File: src/lanr_ram.sv
`timescale 1ns / 1ps
// ----------------------------------------------------------------------------
// lanr_ram
// Generic single-port RAM with registered read.
// ----------------------------------------------------------------------------
module lanr_ram #(
   parameter int WIDTH = 16,
   parameter int DEPTH = 112
) (
   input  logic                     clock,
   input  logic                     we,
   input  logic [$clog2(DEPTH)-1:0] addr,
   input  logic [WIDTH-1:0]         wdata,
   output logic [WIDTH-1:0]         rdata
);
   logic [WIDTH-1:0] mem [DEPTH];
   logic [WIDTH-1:0] rdata_ff;

   always_ff @(posedge clock) begin
      if (we) mem[addr] <= wdata;
      rdata_ff <= mem[addr];
   end
   assign rdata = rdata_ff;
endmodule

File: config.mk
export PLATFORM = sky130hd
export DESIGN_NAME = lanr_ram
export DESIGN_NICKNAME = d
export VERILOG_FILES = /design/src/lanr_ram.sv
export SDC_FILE = /design/constraint.sdc
export NUM_CORES = 2
export LEC_CHECK = 0
export ABC_AREA = 1
export ABC_CLOCK_PERIOD_IN_PS = 3410
export BUFFER_PORTS_ARGS = -buffer_cell sky130_fd_sc_hd__clkbuf_2
export CORE_ASPECT_RATIO = 2
export CORE_UTILIZATION = 40
export CTS_BUF_LIST = sky130_fd_sc_hd__clkbuf_2
export CTS_CLUSTER_DIAMETER = 100
export CTS_CLUSTER_SIZE = 40
export DETAILED_ROUTE_END_ITERATION = 8
export PLACE_DENSITY = 0.63
export SLEW_MARGIN = 20
export SYNTH_ARGS = -nofsm -noshare
export SYNTH_HDL_FRONTEND = slang
export SYNTH_SLANG_ARGS = --single-unit
File: constraint.sdc
create_clock -name clock -period 3.41 [get_ports clock]
set_input_delay 0.1705 -clock clock [delete_from_list [all_inputs] [get_ports clock]]
set_output_delay 0.1705 -clock clock [all_outputs]
set_load 0.02 [all_outputs]
==> flow_metrics.tcl <==
set metrics [dict create \
    status "completed" \
    maxCapViolations 0 \
    initial_core_util 0.403 \
    max_slew_margin 0.270 \
    post_cts_buffers 0 \
    dp_hpwl_mm 136 \
    setup_viol 0 \
    port_buffers 40 \
    gp_congestion 0.924 \
    p_sw_frac 0.246 \
    path_clk_slew_ps 700 \
    async_flop_share 0 \
    yosysWarnings 0 \
    yosysMostFrequentCell "nand2_1" \
    ir_worst_vdd_mv 0.359 \
    comb_power_share 0.094 \
    drtIter0Drc 4527 \
    gr-usage-all-layers 0.236 \
    crit_path_start_kind "primary input" \
    yosysSeqAreaShare 0.719 \
    cts_buffer_depth 3 \
    critPathMaxFanout 69 \
    power.share.clock 0.192 \
    cp.required_ps 5180 \
    crit_end "rdata[4]" \
    wl_met1_mm 80.6 \
    detail_route.first_pass.iterations 6 \
    yosys_most_used_dff "edfxtp_1" \
    multi_input_area_um2 19300 \
    hold_viol 0 \
    coreArea_um2 187000 \
    highest_layer "met5" \
    cts_tree "done" \
    p_sw_mw 8.51 \
    crit-reg2reg-capture "rdata[4]" \
    crit_arrival_ps 5080 \
    htreeDepth 2 \
    clock_skew_ps 134 \
    synth_top_area_frac 0.715 \
    r2r-start "mem[50][4]" \
    startpoint "addr[2]" \
    utilization 0.436 \
    avgSynthCellArea_um2 10.4 \
    drc 0 \
    final_nets 7390 \
    fillers 17500 \
    syn_nets 7293 \
    synth_common_cells "nand2_1, edfxtp_1, nor2_1" \
    synthCells 7268 \
    intPower_mw 26.0 \
    wl_per_cell_um 22.8 \
    power_density_nw_per_um2 424 \
    synth_edf_count 1792 \
    setup_ws_ps 92.0 \
    root_buffer "clkbuf_2" \
    routed-wl-met3_mm 11.6 \
    grt_pass1_vias 49200 \
    slew_violations 0 \
    worst_pin_slew_ps 1090 \
    clk_latency_ps 1750 \
    wl_met2_mm 116 \
    num_rows 224 \
    fp.dieW_um 309 \
    period_minus_slack_ps 3320 \
    synth_largest_area_cell "edfxtp_1" \
    power_frac_seq 0.714 \
    dieArea_um2 190000 \
    rsz0062_at_grt "no" \
    total_power_mw 34.5 \
    cts_sinks 1808 \
    setup_tns_ps 0 \
    critPathKind "in2reg" \
    die_height_um 616 \
    wl_mm 225 \
    via_count 50600 \
    via_per_inst 5.11 \
    cp-end-kind "register" \
    antenna_found_initial 13 \
    synth_cell_types 26 \
    max_freq_mhz 301 \
    ant_nets 0 \
    place_ws_ps 418 \
    grt-ovfl-total 0 \
    grt_max_degree 160 \
    grt_pass1_wl_mm 327 \
    p_leak_nw 32.9 \
    syn2layout_area_growth_pct 8.22 \
    cts_buffers 51 \
    r2r_cells 15 \
    synth.top_cells.by_area "edfxtp_1, nand2_1, buf_2" \
    worst_hold_path_type "in2reg" \
    regArea_um2 54100 \
    finalCritPeriodShare 0.973 \
    synth_area_um2 75300 \
    io_pins 41 \
    r2r_setup_slack_ps 110 \
    synth-seq-cells 1808 \
    drive_above_1_share 0.0573 \
]
layer usage:
metal,up-vias,track usage
met5,-,0
met4,12,0.157
met3,493,0.0204
met2,1792,0.421
met1,24600,0.267
li1,23700,-
stage by stage:
stage	hold slack, ps	cells	cell area [µm²]
2_1_floorplan	269	7268	75300
3_3_place_gp	639	9692	79700
3_5_place_dp	629	9692	79700
4_1_cts	7.32	9882	81400
5_1_grt	147	9885	81500
6_report	165	9891	81500
state kept, by name, summed over array words and instances, names as in the netlist:
| name | cells |
|---|---|
| rdata | 16 |
| mem | 1792 |
cell usage in the layout, fill, tap and decap left out, types with 3 or more instances in the layout:
cell type         n
nor2_1          291
edfxtp_1       1792
a21oi_1          60
a22oi_1           3
inv_1            42
nand4_1          16
nand3_1          35
dfxtp_1          16
o21ai_0          13
o21ai_1           4
diode_2           9
nand2_1        4586
nor2_2            6
inv_2             6
nor2_4            5
buf_12           60
or2_2             4
buf_4           217
clkinv_1          4
nor3_1           14
buf_16           15
o21a_1            6
dlygate4sd3_1    89
clkbuf_2        101
final cells by class:
class / count / share of cell area
flip-flops and latches: 1808 / 0.664
clock inverters: 4 / 0.000507
well taps: 2486 / 0.0382
repair buffers: 405 / 0.0525
multi-input cells: 5047 / 0.236
diodes: 9 / 0.000276
inverters: 52 / 0.00275
clock buffers: 80 / 0.00491
power by group through the flow:
stage,Sequential (mW),Combinational (mW),Clock (mW)
after floorplan,25.1,1.55,0
after global placement,25.1,3.04,0
after detailed placement,25.1,3.06,0
after CTS,24.7,3.24,6.78
after global routing,24.7,3.50,7.29
final,24.7,3.25,6.62
critical path, cell delays in order:
cell	delay (ps)
dlygate4sd3_1	520
dlygate4sd3_1	570
buf_6	180
buf_12	200
inv_6	100
buf_4	750
nand2_1	180
nand2_1	100
nand2_1	50
dlygate4sd3_1	570
nand2_1	90
nor2_1	50
dlygate4sd3_1	560
nor2_2	210
nor2_1	70
dlygate4sd3_1	550
nand2_1	60
what timing repair did:
item | in CTS | in global routing
resized for setup | 0 | 2
setup endpoints to repair | 0 | 2
hold buffers | 106 | 1
hold endpoints to repair | 3600 | 19
kinds of logic (layout without fill, tap and decap cells):
group	after synthesis	count (layout)	synth area share
other cells	0	9	0
buf+inv	413	541	0.0257
compound gates	86	86	0.00602
flops	1808	1808	0.719
simple gates	4961	4961	0.249
worst min path at each step:
stage	slack [ps]	endpoint	startpoint	cells after the start
finish	160	rdata[14]	addr[0]	9
floorplan	270	mem[0][0]	wdata[0]	0
CTS	7	rdata[14]	addr[0]	9
global route	150	rdata[14]	addr[0]	9
detailed placement	630	rdata[1]	rdata[1]	1
global placement	640	rdata[1]	rdata[1]	1
(Power assumes the default switching activity.)
