File: src/lanr_pkg.sv
`timescale 1ns / 1ps
// ----------------------------------------------------------------------------
// lanr_pkg
// Shared constants, types and the per-level step table of the noise reducer.
// ----------------------------------------------------------------------------
package lanr_pkg;

   localparam int SAMPLE_W = 16;
   localparam int ACC_W    = 48;
   localparam int STEP_W   = 18;

   localparam logic [0:0] REG_ENABLE = 1'b0;
   localparam logic [0:0] REG_LEVEL  = 1'b1;

   localparam logic [ACC_W-1:0] ACC_MAX = {1'b0, {(ACC_W-1){1'b1}}};
   localparam logic [ACC_W-1:0] ACC_MIN = {1'b1, {(ACC_W-1){1'b0}}};

   // step factor mu/(1+mu*taps), Q0.24, indexed by level
   function automatic logic [STEP_W-1:0] step_of(input logic [3:0] lvl);
      logic [STEP_W-1:0] s;
      case (lvl)
         4'd1:    s = 18'd101680;
         4'd2:    s = 18'd120778;
         4'd3:    s = 18'd131660;
         4'd4:    s = 18'd136596;
         4'd5:    s = 18'd137518;
         4'd6:    s = 18'd135872;
         4'd7:    s = 18'd132667;
         4'd8:    s = 18'd128578;
         4'd9:    s = 18'd124046;
         default: s = 18'd119350;
      endcase
      return s;
   endfunction

   function automatic logic [ACC_W-1:0] sat_add(input logic [ACC_W-1:0] a,
                                                input logic [ACC_W-1:0] b);
      logic [ACC_W:0] s;
      s = {a[ACC_W-1], a} + {b[ACC_W-1], b};
      if (s[ACC_W] != s[ACC_W-1]) return s[ACC_W] ? ACC_MIN : ACC_MAX;
      return s[ACC_W-1:0];
   endfunction

   // sequencer control handed to the datapath
   typedef struct packed {
      logic clr;      // clear accumulator
      logic mac;      // accumulate product of weight and tap
      logic upd;      // write back updated weight
   } dp_ctl_type;

endpackage

File: src/lanr_mac.sv
`timescale 1ns / 1ps
// ----------------------------------------------------------------------------
// lanr_mac
// Shared multiply unit: weight*tap accumulation for the estimate, and
// weight + gain*tap saturating update.
// ----------------------------------------------------------------------------
module lanr_mac #(
   parameter int COEF_WIDTH = 32
) (
   input  logic                      clock,
   input  lanr_pkg::dp_ctl_type      ctl,
   input  logic [COEF_WIDTH-1:0]     coef,
   input  logic [15:0]               tap,
   input  logic [31:0]               gain,
   output logic [lanr_pkg::ACC_W-1:0] acc,
   output logic [COEF_WIDTH-1:0]     coef_new
);
   localparam int PW  = COEF_WIDTH + 16;
   localparam int AW  = lanr_pkg::ACC_W;
   localparam int TMW = PW - 15;
   localparam int SW  = (TMW > AW ? TMW : AW) + 1;
   localparam int UW  = (COEF_WIDTH > 33 ? COEF_WIDTH : 33) + 1;

   logic signed [PW-1:0]  prod;
   logic signed [TMW-1:0] term;
   logic signed [SW-1:0]  asum;
   logic [AW-1:0] acc_ff, acc_in;
   logic signed [47:0] gprod;
   logic signed [32:0] delta;
   logic signed [UW-1:0] wsum;
   logic signed [COEF_WIDTH-1:0] wmax, wmin;

   assign prod = $signed(coef) * $signed(tap);
   assign term = prod[PW-1:15];
   assign asum = SW'($signed(acc_ff)) + SW'(term);
   assign gprod = $signed(gain) * $signed(tap);
   assign delta = gprod[47:15];
   assign wsum = UW'($signed(coef)) + UW'(delta);
   assign wmax = {1'b0, {(COEF_WIDTH-1){1'b1}}};
   assign wmin = {1'b1, {(COEF_WIDTH-1){1'b0}}};

   always_comb begin
      acc_in = acc_ff;
      if (ctl.clr) acc_in = '0;
      else if (ctl.mac) begin
         if (asum > SW'($signed(lanr_pkg::ACC_MAX))) acc_in = lanr_pkg::ACC_MAX;
         else if (asum < SW'($signed(lanr_pkg::ACC_MIN))) acc_in = lanr_pkg::ACC_MIN;
         else acc_in = asum[AW-1:0];
      end
      if (wsum > UW'(wmax)) coef_new = wmax;
      else if (wsum < UW'(wmin)) coef_new = wmin;
      else coef_new = wsum[COEF_WIDTH-1:0];
   end

   always_ff @(posedge clock) acc_ff <= acc_in;
   assign acc = acc_ff;
endmodule

File: config.mk
export PLATFORM = sky130hd
export DESIGN_NAME = lanr_mac
export DESIGN_NICKNAME = d
export VERILOG_FILES = /design/src/lanr_pkg.sv /design/src/lanr_mac.sv
export SDC_FILE = /design/constraint.sdc
export NUM_CORES = 2
export LEC_CHECK = 0
export CAP_MARGIN = 20
export CORE_ASPECT_RATIO = 1.4
export CORE_MARGIN = 3
export CORE_UTILIZATION = 55
export CTS_BUF_LIST = sky130_fd_sc_hd__clkbuf_4 sky130_fd_sc_hd__clkbuf_8
export CTS_CLUSTER_DIAMETER = 80
export DETAILED_ROUTE_END_ITERATION = 8
export DONT_BUFFER_PORTS = 1
export PLACE_DENSITY = 0.69
export SLEW_MARGIN = 40
export SYNTH_ARGS = -nofsm -noshare
export SYNTH_HDL_FRONTEND = slang
export SYNTH_SLANG_ARGS = --single-unit
File: constraint.sdc
create_clock -name clock -period 20.9 [get_ports clock]
set_clock_uncertainty 0.1 [all_clocks]
set_input_delay 3.135 -clock clock [delete_from_list [all_inputs] [get_ports clock]]
set_output_delay 3.135 -clock clock [all_outputs]
set_load 0.005 [all_outputs]
==> flow_summary.toml <==
[routing]
vias_per_cell = 5.53
dr.pass1.iters = 5
drt-initial-drc-count = 1378
wl_per_cell_um = 19.3
wl_mm = 105
antenna_left = 0
remaining_drc_errors = 0
vias = 30000

[floorplanning]
core_area_um2 = 72900
num_rows = 117
die-area_um2 = 77200
io_pins = 164
dieWidth_um = 236
start_util_pct = 55.7
die_height_um = 328

[grt]
grt.total_usage_pct = 28.1
grt_first_pass_wirelength_mm = 174
grt_pass1_vias = 33300
antenna_found_initial = 1
grt_overflow = 0
grt_max_degree = 96

[worst_setup_path]
crit_arrival_ps = 12370
r2r_slack_ps = 16720
critPathLaunch = "tap[15]"
cp_common_cell = "fa_1"
critPathMaxStageDelay_ps = 580
setup.worst_path.start_class = "input pin"
worst_r2r_endpoint = "acc[5]"
crit_path_top_delay_cell = "a21o_2"
worstPathMaxFanout = 31
reg2reg_from = "acc[1]"
required_ps = 17670
worstSetupEndpointType = "output port"
worst-setup-path-type = "input pin to output port"
rr_worst_depth = 13

[yosys]
syn_inst = 4671
async_flop_share_pct = 0
synth_edf_count = 0
synth.distinct_cells = 69
synth.ff_latch_count = 48
synth_area_um2 = 40600
seq_area_frac_synth_pct = 2.37
ys.flop_type = "dfxtp_1"
yosysWarnings = 0
syn_nets = 6038
syn_avg_cell_area_um2 = 8.70

[clocking]
cts_resized = 0
clk_pin_slew_ps = 90
post_cts_buffers = 0
cts_tree = "done"
clock-sinks = 48
cts-root-buf = "clkbuf_8"
worstSkewPairLatency_ps = 330
cts_buffer_depth = 2
holdBufCountCts = 0
cts-htree-levels = 2
numCtsBuffers = 5

[layout]
final_cell_mix = "inv_1, fa_1, nand2_1, and2_1, ha_1"
fillers = 6771
layout.nets = 5836
drive_gt1_share_pct = 0.783
area_delta_synth_final_pct = 1.38
final_common_cell = "inv_1"
largest_reg_flops = 48

[timing]
min_period_ps = 15610
setup_viol = 0
finalHoldViolations = 0
maxSlewHeadroom_pct = 49.6
worstMarginPinSlew_ps = 756
period_share_pct = 74.7
setup_tns_ps = 0
finalMaxSlewViolations = 0
max_freq_ghz = 0.0641
rsz0062_at_grt = "no"

[outcome]
status = "finished, final reports clean"

[job]
cap_violations = 0

[worst_hold_path]
min_to = "acc[28]"
min_path_type = "flop to flop"
holdPathStages = 2
worstHoldStart = "acc[28]"

[placement]
place_hpwl_mm = 79.7
io_buffers = 0
place_congestion = 0.863
## final cells by class
| class | instances | area, µm² | share of cell area [%] |
|---|---|---|---|
| diodes | 1 | 2.50 | 0.00608 |
| clock buffers | 7 | 96.3 | 0.234 |
| clock inverters | 1 | 30.0 | 0.0729 |
| inverters | 1139 | 4280 | 10.4 |
| multi-input cells | 3271 | 34600 | 84.0 |
| flip-flops and latches | 48 | 961 | 2.33 |
| well taps | 952 | 1190 | 2.89 |
| repair buffers | 4 | 30.0 | 0.0729 |
## worst max-delay path by stage
stage / to / slack (ps) / depth (start not counted)
6_report: coef_new[20] / 5290 / 32
5_1_grt: coef_new[20] / 4840 / 32
4_1_cts: coef_new[19] / 5250 / 32
3_5_place_dp: coef_new[20] / 5300 / 32
3_3_place_gp: coef_new[19] / 4970 / 32
2_1_floorplan: coef_new[0] / 6140 / 39
## synth_stat cells (all sizes together) (5+ instances only)
cell | count | share of area, %
nand2 | 638 | 5.9
nor2 | 159 | 1.5
a211oi | 61 | 1.1
nand4 | 17 | 0.26
nor2b | 18 | 0.28
clkbuf | 205 | 1.9
inv | 1138 | 11
a31oi | 11 | 0.17
o31ai | 5 | 0.10
o21bai | 17 | 0.31
and3 | 14 | 0.22
maj3 | 47 | 1.2
a21oi | 111 | 1.4
dfxtp | 48 | 2.4
a21o | 91 | 1.7
nor3 | 21 | 0.26
o21a | 16 | 0.30
xor2 | 54 | 1.2
xnor2 | 101 | 2.2
a221o | 5 | 0.12
o21ai | 61 | 0.75
and2 | 401 | 6.2
nand3 | 23 | 0.28
buf | 8 | 0.15
o211ai | 10 | 0.18
o2111ai | 6 | 0.13
nand2b | 31 | 0.48
a41oi | 7 | 0.15
a31o | 7 | 0.15
ha | 311 | 9.6
fa | 972 | 48
## worst max-delay path: cells and delay by family
family / cells / cell delay (ps)
adder cells (fa/ha/maj): 8 / 3610
AO/OA/AOI/OAI: 9 / 2920
AND/OR/NAND/NOR: 10 / 1830
buffers and inverters: 3 / 480
XOR/XNOR: 2 / 370
## logic make-up (layout without fill, tap and decap cells)
family	after synthesis	count (layout)	synth area share, %
muxes	1	1	0.0246
and+or+nand+nor	1342	1342	15.7
AOI/OAI and AO/OA	443	443	7.38
xor gates and xnor gates	155	155	3.34
adders and majority gates	1330	1330	58.6
DFF	48	48	2.37
other	0	1	0
buffers and inverters	1352	1151	12.6
## metal layers
| layer | GRT usage, % | vias up | part of all wire (%) |
|---|---|---|---|
| met1 | 33.3 | 15400 | 37 |
| met3 | 5.18 | 225 | 7.1 |
| met2 | 51.6 | 910 | 52 |
| met5 | 0 | - | 0.012 |
| met4 | 9.07 | 2 | 3.4 |
| li1 | - | 13400 | - |
## per-stage QoR
| stage | utilization (%) | cells | hold slack, ps | area (µm²) | setup slack (ps) |
|---|---|---|---|---|---|
| after CTS | 56.5 | 5422 | 431 | 41200 | 5250 |
| after detailed placement | 56.3 | 5414 | 417 | 41100 | 5300 |
| final | 56.5 | 5423 | 432 | 41200 | 5290 |
| after global placement | 56.3 | 5414 | 404 | 41100 | 4970 |
| after floorplan | - | 4671 | 394 | 40600 | 6140 |
| after global routing | 56.5 | 5422 | 448 | 41200 | 4840 |
Power is left out: the tool's default activity adds up to more than one toggle a clock period on the data nets, which glitch-free logic cannot reach.
